## config.mk

```make
export PLATFORM = sky130hd
export DESIGN_NAME = ghash_accumulator_unit
export DESIGN_NICKNAME = d
export VERILOG_FILES = /design/src/gau_pkg.sv /design/src/gau_controller.sv /design/src/gau_datapath.sv /design/src/ghash_accumulator_unit.sv
export VERILOG_INCLUDE_DIRS = /design/src /design/src/src
export SDC_FILE = /design/constraint.sdc
export NUM_CORES = 2
export LEC_CHECK = 0
export BUFFER_PORTS_ARGS = -buffer_cell sky130_fd_sc_hd__clkbuf_2
export CAP_MARGIN = 0
export CORE_ASPECT_RATIO = 1.5
export CORE_MARGIN = 5
export CORE_UTILIZATION = 25
export CTS_BUF_LIST = sky130_fd_sc_hd__clkbuf_2 sky130_fd_sc_hd__clkbuf_4 sky130_fd_sc_hd__clkbuf_8
export DETAILED_ROUTE_END_ITERATION = 7
export SYNTH_ARGS = -nofsm -noshare
export SYNTH_HDL_FRONTEND = slang
export SYNTH_SLANG_ARGS = --single-unit
```

## constraint.sdc

```tcl
create_clock -name i_clk -period 19.8 [get_ports i_clk]
set_clock_uncertainty 0.05 [all_clocks]
set_input_delay 2.97 -clock i_clk [delete_from_list [all_inputs] [get_ports i_clk]]
set_output_delay 2.97 -clock i_clk [all_outputs]
set_load 0.01 [all_outputs]
```

## src/ghash_accumulator_unit_assert.svh

```systemverilog
// Assertion macros for the GHASH accumulator unit.
`ifndef GHASH_ACCUMULATOR_UNIT_ASSERT_SVH
`define GHASH_ACCUMULATOR_UNIT_ASSERT_SVH

`ifndef SYNTHESIS
`define GAU_ASSERT(lbl, clk, rst_n, prop, msg) \
    lbl: assert property (@(posedge clk) disable iff (!rst_n) (prop)) else $error(msg);
`define GAU_ASSERT_ALWAYS(lbl, clk, prop, msg) \
    lbl: assert property (@(posedge clk) (prop)) else $error(msg);
`else
`define GAU_ASSERT(lbl, clk, rst_n, prop, msg)
`define GAU_ASSERT_ALWAYS(lbl, clk, prop, msg)
`endif

`endif

```

## src/gau_pkg.sv

```systemverilog
// Shared types, constants and helpers of the GHASH accumulator unit.
`timescale 1ns / 1ps

package gau_pkg;

    localparam int BLK_W     = 128;
    localparam int HALF_W    = 64;
    localparam int VB_W      = 5;
    localparam int NBYTES    = 16;
    localparam int DIGIT_W   = 8;
    localparam int NSTEPS    = BLK_W / DIGIT_W;
    localparam int CNT_W     = 4;
    localparam int IN_DATA_W  = 136;
    localparam int OUT_DATA_W = 136;
    localparam int CFG_IDX_W = 1;

    localparam logic [BLK_W-1:0] GF_REDUCE = {8'hE1, 120'd0};

    typedef enum logic [1:0] {
        OP_CLEAR  = 2'd0,
        OP_ABSORB = 2'd1,
        OP_FINISH = 2'd2,
        OP_CHECK  = 2'd3
    } t_opcode;

    typedef enum logic [CFG_IDX_W-1:0] {
        CFG_KEY_HIGH = 1'b0,
        CFG_KEY_LOW  = 1'b1
    } t_cfg_idx;

    typedef struct packed {
        logic accept;
        logic step;
        logic last;
        logic load_out;
    } t_dp_cmd;

    // keep leading valid_bytes bytes, byte 0 at the top
    function automatic logic [BLK_W-1:0] byte_mask(input logic [VB_W-1:0] n);
        logic [BLK_W-1:0] m;
        m = '0;
        for (int i = 0; i < NBYTES; i++) begin
            m[BLK_W-1-DIGIT_W*i -: DIGIT_W] = (n > VB_W'(i)) ? {DIGIT_W{1'b1}} : '0;
        end
        return m;
    endfunction

endpackage

```

## src/gau_controller.sv

```systemverilog
// Sequencing control of the GHASH accumulator unit.
`timescale 1ns / 1ps

module gau_controller (
    input  logic                   i_clk,
    input  logic                   i_rst_n,
    input  logic                   i_in_valid,
    input  logic [1:0]             i_opcode,
    input  logic                   i_out_ready,
    output logic                   o_in_ready,
    output logic                   o_out_valid,
    output gau_pkg::t_dp_cmd       o_cmd
);

    typedef enum logic [1:0] {
        S_IDLE,
        S_MUL,
        S_DONE
    } t_state;

    t_state                     r_state;
    logic [gau_pkg::CNT_W-1:0]  r_cnt;
    logic                       r_out_valid;
    logic                       w_accept;

    assign o_in_ready  = (r_state == S_IDLE);
    assign o_out_valid = r_out_valid;
    assign w_accept    = i_in_valid && o_in_ready;

    always_comb begin
        o_cmd.accept   = w_accept;
        o_cmd.step     = (r_state == S_MUL);
        o_cmd.last     = (r_state == S_MUL) && (r_cnt == gau_pkg::CNT_W'(gau_pkg::NSTEPS - 1));
        o_cmd.load_out = (r_state == S_DONE) && (!r_out_valid || i_out_ready);
    end

    always_ff @(posedge i_clk) begin
        if (!i_rst_n) begin
            r_state     <= S_IDLE;
            r_cnt       <= '0;
            r_out_valid <= 1'b0;
        end else begin
            r_out_valid <= o_cmd.load_out || (r_out_valid && !i_out_ready);
            unique case (r_state)
                S_IDLE: begin
                    if (w_accept) begin
                        r_cnt <= '0;
                        if (gau_pkg::t_opcode'(i_opcode) == gau_pkg::OP_ABSORB) begin
                            r_state <= S_MUL;
                        end else begin
                            r_state <= S_DONE;
                        end
                    end
                end
                S_MUL: begin
                    r_cnt <= r_cnt + 1'b1;
                    if (o_cmd.last) begin
                        r_state <= S_DONE;
                    end
                end
                S_DONE: begin
                    if (o_cmd.load_out) begin
                        r_state <= S_IDLE;
                    end
                end
                default: r_state <= S_IDLE;
            endcase
        end
    end

endmodule

```

## src/gau_datapath.sv

```systemverilog
// Key, accumulator, tag and digit-serial GF(2^128) multiplier datapath.
`timescale 1ns / 1ps

module gau_datapath (
    input  logic                              i_clk,
    input  logic                              i_rst_n,
    input  logic                              i_cfg_we,
    input  logic [gau_pkg::CFG_IDX_W-1:0]     i_cfg_index,
    input  logic [gau_pkg::HALF_W-1:0]        i_cfg_data,
    input  gau_pkg::t_dp_cmd                  i_cmd,
    input  logic [1:0]                        i_opcode,
    input  logic [gau_pkg::BLK_W-1:0]         i_block,
    input  logic [gau_pkg::VB_W-1:0]          i_valid_bytes,
    output logic [gau_pkg::BLK_W-1:0]         o_value,
    output logic                              o_tag_match
);

    logic [gau_pkg::HALF_W-1:0] r_key_h;
    logic [gau_pkg::HALF_W-1:0] r_key_l;
    logic [gau_pkg::BLK_W-1:0]  r_acc;
    logic [gau_pkg::BLK_W-1:0]  r_tag;
    logic [gau_pkg::BLK_W-1:0]  r_x;
    logic [gau_pkg::BLK_W-1:0]  r_v;
    logic [gau_pkg::BLK_W-1:0]  r_r;
    logic [gau_pkg::BLK_W-1:0]  r_res;
    logic                       r_res_match;
    logic [gau_pkg::BLK_W-1:0]  r_out;
    logic                       r_out_match;
    logic [gau_pkg::BLK_W-1:0]  n_v;
    logic [gau_pkg::BLK_W-1:0]  n_r;
    logic [gau_pkg::BLK_W-1:0]  w_masked;

    assign w_masked    = i_block & gau_pkg::byte_mask(i_valid_bytes);
    assign o_value     = r_out;
    assign o_tag_match = r_out_match;

    // eight bits of X per cycle, most significant first
    always_comb begin
        logic [gau_pkg::BLK_W-1:0] v;
        logic [gau_pkg::BLK_W-1:0] r;
        logic                      lsb;
        v = r_v;
        r = r_r;
        for (int j = 0; j < gau_pkg::DIGIT_W; j++) begin
            if (r_x[gau_pkg::BLK_W-1-j]) begin
                r = r ^ v;
            end
            lsb = v[0];
            v   = v >> 1;
            if (lsb) begin
                v = v ^ gau_pkg::GF_REDUCE;
            end
        end
        n_v = v;
        n_r = r;
    end

    always_ff @(posedge i_clk) begin
        if (!i_rst_n) begin
            r_key_h <= '0;
            r_key_l <= '0;
            r_acc   <= '0;
            r_tag   <= '0;
        end else begin
            if (i_cfg_we) begin
                unique case (gau_pkg::t_cfg_idx'(i_cfg_index))
                    gau_pkg::CFG_KEY_HIGH: r_key_h <= i_cfg_data;
                    gau_pkg::CFG_KEY_LOW:  r_key_l <= i_cfg_data;
                    default: ;
                endcase
            end
            if (i_cmd.accept) begin
                unique case (gau_pkg::t_opcode'(i_opcode))
                    gau_pkg::OP_CLEAR:  r_acc <= '0;
                    gau_pkg::OP_FINISH: r_tag <= r_acc ^ i_block;
                    default: ;
                endcase
            end
            if (i_cmd.last) begin
                r_acc <= n_r;
            end
        end
    end

    always_ff @(posedge i_clk) begin
        if (i_cmd.accept) begin
            unique case (gau_pkg::t_opcode'(i_opcode))
                gau_pkg::OP_CLEAR: begin
                    r_res       <= '0;
                    r_res_match <= 1'b0;
                end
                gau_pkg::OP_ABSORB: begin
                    r_x         <= r_acc ^ w_masked;
                    r_v         <= {r_key_h, r_key_l};
                    r_r         <= '0;
                    r_res_match <= 1'b0;
                end
                gau_pkg::OP_FINISH: begin
                    r_res       <= r_acc ^ i_block;
                    r_res_match <= 1'b0;
                end
                gau_pkg::OP_CHECK: begin
                    r_res       <= r_tag;
                    r_res_match <= (i_block == r_tag);
                end
                default: ;
            endcase
        end
        if (i_cmd.step) begin
            r_x <= r_x << gau_pkg::DIGIT_W;
            r_v <= n_v;
            r_r <= n_r;
        end
        if (i_cmd.last) begin
            r_res <= n_r;
        end
        if (i_cmd.load_out) begin
            r_out       <= r_res;
            r_out_match <= r_res_match;
        end
    end

endmodule

```

## src/ghash_accumulator_unit.sv

```systemverilog
// Top level of the GHASH accumulator unit.
`timescale 1ns / 1ps

// GCM GHASH accumulator. Write H through the config port (index 0 = bytes 0..7,
// index 1 = bytes 8..15) while idle. Each input transaction carries an opcode in
// tuser (clear, absorb, finish, check) and returns exactly one result. Absorb
// multiplies by H with a digit-serial GF(2^128) unit, eight bits per cycle, and
// then loads the product into the output register; the next transaction can be
// accepted once that load is done. Clear, finish and check skip the multiplier and
// load their result straight into the output register. One transaction is in
// flight at a time; the output register lets a new transaction be accepted while
// a result waits, and a stalled output holds the next finished result inside and
// blocks further input.

`include "ghash_accumulator_unit_assert.svh"

module ghash_accumulator_unit (
    input  logic                                 i_clk,
    input  logic                                 i_rst_n,
    input  logic                                 i_cfg_we,
    input  logic [gau_pkg::CFG_IDX_W-1:0]        i_cfg_index,
    input  logic [gau_pkg::HALF_W-1:0]           i_cfg_data,
    input  logic                                 i_s_axis_tvalid,
    output logic                                 o_s_axis_tready,
    // tdata: block_high[63:0], block_low[127:64], valid_bytes[132:128], zero pad
    input  logic [gau_pkg::IN_DATA_W-1:0]        i_s_axis_tdata,
    // tuser: opcode[1:0]
    input  logic [1:0]                           i_s_axis_tuser,
    output logic                                 o_m_axis_tvalid,
    input  logic                                 i_m_axis_tready,
    // tdata: value_high[63:0], value_low[127:64], tag_match[128], zero pad
    output logic [gau_pkg::OUT_DATA_W-1:0]       o_m_axis_tdata
);

    gau_pkg::t_dp_cmd                 w_cmd;
    logic [gau_pkg::BLK_W-1:0]        w_block;
    logic [gau_pkg::BLK_W-1:0]        w_value;
    logic                             w_match;
    logic                             w_abs_go;
    logic                             w_out_free;

    assign w_block = {i_s_axis_tdata[63:0], i_s_axis_tdata[127:64]};
    assign o_m_axis_tdata = {7'd0, w_match, w_value[63:0], w_value[127:64]};
    assign w_abs_go   = w_cmd.accept && (i_s_axis_tuser == gau_pkg::OP_ABSORB);
    assign w_out_free = !o_m_axis_tvalid || i_m_axis_tready;

    gau_controller u_ctrl (
        .i_clk       (i_clk),
        .i_rst_n     (i_rst_n),
        .i_in_valid  (i_s_axis_tvalid),
        .i_opcode    (i_s_axis_tuser),
        .i_out_ready (i_m_axis_tready),
        .o_in_ready  (o_s_axis_tready),
        .o_out_valid (o_m_axis_tvalid),
        .o_cmd       (w_cmd)
    );

    gau_datapath u_dp (
        .i_clk         (i_clk),
        .i_rst_n       (i_rst_n),
        .i_cfg_we      (i_cfg_we),
        .i_cfg_index   (i_cfg_index),
        .i_cfg_data    (i_cfg_data),
        .i_cmd         (w_cmd),
        .i_opcode      (i_s_axis_tuser),
        .i_block       (w_block),
        .i_valid_bytes (i_s_axis_tdata[132:128]),
        .o_value       (w_value),
        .o_tag_match   (w_match)
    );

    `GAU_ASSERT(a_step_busy, i_clk, i_rst_n, w_cmd.step |-> !o_s_axis_tready, "ready in multiply")
    `GAU_ASSERT(a_absorb_busy, i_clk, i_rst_n, w_abs_go |=> w_cmd.step, "absorb not started")
    `GAU_ASSERT(a_no_overwrite, i_clk, i_rst_n, w_cmd.load_out |-> w_out_free, "result lost")

endmodule
```

**Word-level counts from Yosys, hierarchy flattened**

Cells that the tools add are included.

- Reduce and logical (&&, ||, !) cells: 26
- Magnitude comparators: 16
- Equal/unequal tests: 10
- Mux-type cells: 55
- Add/sub/neg operators: 1
- Bitwise gates (word level): 20

Operators by type and width:

| cell | number |
|---|---|
| $mux 128 | 30 |
| $xor 128x128->128 | 10 |
| $pmux 128 s3 | 1 |
| $and 128x128->128 | 1 |
| $eq 128x128->1 | 1 |
| $mux 8 | 16 |
| $gt 5x4->1 const B | 8 |
| $not 3->4 | 8 |
| $gt 5x3->1 const B | 4 |
| $reduce_and 2->1 | 8 |
| $gt 5x1->1 const B | 2 |
| $gt 5x2->1 const B | 2 |
| $reduce_bool 2->1 | 5 |
| $mux 2 | 4 |
| $pmux 4 s2 | 1 |
| $eq 2x2->1 const B | 3 |
| $pmux 2 s3 | 1 |
| $add 4x1->4 const B | 1 |
| $eq 2x1->1 const B | 2 |
| $eq 4x4->1 const B | 1 |
| $logic_and 1x1->1 | 4 |
| $logic_not 2->1 | 2 |
| $mux 4 | 1 |
| $ne 2x2->1 const B | 2 |
| 8 further kinds | 10 |

- Bits of input ports: 208
- Output and inout port bits: 138
- Register bits after elaboration: 1033
- Logic and storage cells: 143

**Longest topological paths before layout**

- Depth after elaboration: 17
- Mapped depth: 10

**By module**

A second synthesis with hierarchy kept.

- Cell total of the unflattened synthesis: 6220
- Area total of the unflattened synthesis: 57705.3 um^2

Modules (own cells, without submodules):

| module | cells each | area an instance (um^2) | times used |
|---|---|---|---|
| gau_datapath | 6168 | 57273.7 | 1 |
| gau_controller | 43 | 367.9 | 1 |
| ghash_accumulator_unit | 9 | 63.8 | 1 |

**Worst setup path after synthesis**

Ideal clock, no wire load.

- Path type: input to register
- From: input i_s_axis_tuser[0]
- To: register u_dp.r_res[0] (netlist bit), enable pin
- Path slack: 6.714 ns
- Cell stages on the path: 3
- Required time: 18.958 ns
- Buffers on the path: 1
- Data arrival time: 12.244 ns
- Path through: clkbuf_1 nor2b_1 o21ai_0

- Cells in the longest elaborated chain, start to end: 3
- Elaborated cells on any way between the ends: 5

RTL lines:

| item | RTL line | text |
|---|---|---|
| from (decl) | ghash_accumulator_unit.sv:28 | `input logic [1:0] i_s_axis_tuser,` |
| $eq 2x2->1 / $logic_not 2->1 (equally long branches) | gau_datapath.sv:87 | `unique case (gau_pkg::t_opcode'(i_opcode))` |
| $reduce_bool 4->1 (no line) * | n/a |  |
| $reduce_and 2->1 (no line) * | n/a |  |
| to (signal assigned) | gau_datapath.sv:99 | `r_res <= r_acc ^ i_block;` |
| to (signal assigned) | gau_datapath.sv:103 | `r_res <= r_tag;` |
| to (signal assigned) | gau_datapath.sv:115 | `r_res <= n_r;` |
| to (decl) | gau_datapath.sv:25 | `logic [gau_pkg::BLK_W-1:0] r_res;` |

Mark *: on every way between the ends. The rest lies on a longest branch, timed or not.
A chain may end at the register's enable or synchronous reset.

**Worst setup path in the final report**

- From: input i_s_axis_tuser[0]
- To: register u_dp.r_x[74] (netlist bit), enable pin

- Cells in the longest elaborated chain, start to end: 3

RTL lines:

| item | RTL line | text |
|---|---|---|
| $eq 2x1->1 | gau_datapath.sv:87 |  |
| $reduce_bool 2->1 (no line) | n/a |  |
| $reduce_and 2->1 (no line) | n/a |  |
| to (signal assigned) | gau_datapath.sv:93 | `r_x <= r_acc ^ w_masked;` |
| to (signal assigned) | gau_datapath.sv:110 | `r_x <= r_x << gau_pkg::DIGIT_W;` |
| to (decl) | gau_datapath.sv:22 | `logic [gau_pkg::BLK_W-1:0] r_x;` |

No other way between the ends.

==> results.tsv <==
metric	value	unit
status	finished with violations	
failing checks	DRC	
Vias/cell	4.80	
Syn Area/Cell	9.49	um2
Peak VDD IR	45.8	uV
WL/cell	23.6	um
max_cap viols	0	
vias in the first global route	43400	
RD Place Congestion	0.922	
first drt pass iteration count	7	
Critical Path RT	20.19	ns
unrepaired setup endpoints after global routing	no	
Worst-Skew Late Latency	0.88	ns
routed via count	45100	
I/O pins	346	
Post CTS Setup Buffer Count	0	
WS Path Type	primary input to flip-flop	
first-pass GRT wire length	314000	um
area delta synth->final	13.0	%
Post-Route WL	222000	um
final hold violation count	0	
hold_buf cts	0	
Nets	6382	
Reg2Reg Depth	7	
detailed placement HPWL	157000	um
Critical Path End Type	flip-flop	
Max Clock Freq	144	MHz
clk slew on worst S/H paths	0.08	ns
DRT iter0 DRCs	4713	
setup TNS	0	ns
power per cell area	83.2	mW/mm2
row count	216	
post-CTS sizing	0	
CTS Buffer Depth	4	
post-layout min period	6.94	ns
Slew Limit Fails	0	
die span in x	403	um
Num CTS Buffers	159	
Post-DRT Antenna Nets	0	
post-route core utilization	0.284	
worst hold margin	0.330	ns
initial antenna violation count	93	
CP Max Fanout	112	
synthesized flop and latch total	1033	
clk root buf	clkbuf_8	
Setup violations, final	0	
Rel. slew slack	0.192	
Post-Syn Area	0.0580	mm2
CP max stage cell	buf_4	
P_leak	26.1	nW
crit path cell chain	clkbuf_8 -> nor2b_1 -> nand2_4 -> nand2_4 -> buf_4 -> buf_4	
drt drc	2	
# H-tree levels	4	
Critical Path AT	7.32	ns
grt total ovfl	0	
largest net degree at the start of global routing	190	
top_reg_cell synth	edfxtp_1	
Startpoint Class	primary input	
Tightest Pin Transition	1.21	ns
Starting Density	0.251	
Post-synth EDFFs	634	
sequential fraction of the synthesis area	0.466	
biggest cell delay along the critical path	0.88	ns
hold depth	0	
ratio of cells with drive above 1 in the final layout	0.111	
Distinct cells, synth	68	
Worst Hold Class	flip-flop to flip-flop	
Die ar.	0.242	mm2
ys async rst share	0	
clk sinks	1033	
Die Span Y	600	um
Core Region	0.231	mm2
post-synthesis cell count	6115	
Total GRT Usage	0.176	
CTS tree	done	
synth warn	0	
Tcrit/Tclk final	0.350	
IO buf count	335	
## synthesized netlist by cell type, types with 128 or more instances
| master | number | area share |
|---|---|---|
| nor2_1 | 261 | 0.017 |
| xor2_1 | 196 | 0.030 |
| a21oi_1 | 136 | 0.012 |
| xnor3_1 | 129 | 0.050 |
| nand2_1 | 2037 | 0.13 |
| edfxtp_1 | 634 | 0.33 |
| xnor2_1 | 906 | 0.14 |
| o21ai_0 | 137 | 0.012 |
| a21boi_0 | 131 | 0.017 |
| o211a_1 | 128 | 0.022 |
| clkbuf_1 | 342 | 0.022 |
| dfxtp_1 | 399 | 0.14 |
## worst max-delay path: cells and delay by family
family,cells,cell delay [ns]
AND/OR/NAND/NOR,3,1.77
buffers and inverters,3,2.33
## metal layers
| metal | global-route usage | up-vias | wire length, um |
|---|---|---|---|
| li1 | - | 20400 | - |
| met1 | 0.207 | 22100 | 84800 |
| met2 | 0.273 | 2067 | 97500 |
| met3 | 0.0588 | 512 | 21700 |
| met4 | 0.115 | 50 | 17100 |
| met5 | 0 | - | 320 |
## stage by stage
| step | area [um2] | setup slack [ns] | total power, mW | instances |
|---|---|---|---|---|
| floorplan | 58000 | 6.71 | 3.24 | 6121 |
| global placement | 62100 | 12.09 | 3.50 | 9064 |
| detailed placement | 62100 | 12.04 | 3.52 | 9064 |
| CTS | 65400 | 12.95 | 5.50 | 9344 |
| global route | 65500 | 12.64 | 5.65 | 9356 |
| finish | 65500 | 12.86 | 5.45 | 9390 |
## power by group
| group | total, mW | internal [mW] | switching [mW] |
|---|---|---|---|
| Clock | 1.98 | 1.07 | 0.907 |
| Combinational | 0.966 | 0.419 | 0.547 |
| Sequential | 2.51 | 2.41 | 0.106 |
| Total | 5.45 | 3.90 | 1.56 |
## worst paths after layout
check / startpoint / endpoint / slack [ns]
max: i_s_axis_tuser[0] / u_dp.r_x[74]$_DFFE_PP_ / 12.86
min: u_dp.r_res[114]$_DFFE_PP_ / u_dp.o_value[114]$_DFFE_PP_ / 0.33
max reg2reg: u_ctrl.r_state[0]$_SDFFE_PN0P_ / u_dp.r_x[74]$_DFFE_PP_ / 15.09
min reg2reg: u_dp.r_res[114]$_DFFE_PP_ / u_dp.o_value[114]$_DFFE_PP_ / 0.33
## final cells by class
cell class              instances  area (um2)
repair buffers                390        2210
clock inverters                52         536
flip-flops and latches       1033       27000
fillers                     24300      165000
inverters                      60         225
clock buffers                 228        2840
diodes                         46         115
well taps                    3052        3820
multi-input cells            4529       28800
## state kept, by name, summed over array words and instances, names as in the netlist, 2 cells and up
signal,flops
u_dp.r_r,128
u_ctrl.r_state,2
u_dp.r_key_h,64
u_dp.r_v,128
u_dp.r_tag,128
u_dp.r_key_l,64
u_dp.o_value,128
u_dp.r_res,128
u_dp.r_acc,128
u_ctrl.r_cnt,4
u_dp.r_x,128
## cell usage in the layout (no fill, tap or decap), types with 128 or more instances in the layout
cell type / Yosys / final
a21boi_0: 131 / 131
a21oi_1: 136 / 136
clkbuf_2: 0 / 333
clkbuf_8: 0 / 182
dfxtp_1: 399 / 399
edfxtp_1: 634 / 634
nand2_1: 2037 / 2033
nor2_1: 261 / 260
o211a_1: 128 / 128
o21ai_0: 137 / 136
xnor2_1: 906 / 906
xnor3_1: 129 / 129
xor2_1: 196 / 196
## cell families after synthesis
group                      synth area share
xor gates and xnor gates              0.222
buffers and inverters                0.0402
AOI/OAI and AO/OA                     0.110
other                             0.0000646
and+or+nand+nor                       0.161
muxes                              0.000690
adders and majority gates          0.000216
DFF                                   0.466
No activity file was read; power rests on OpenSTA's default activity.
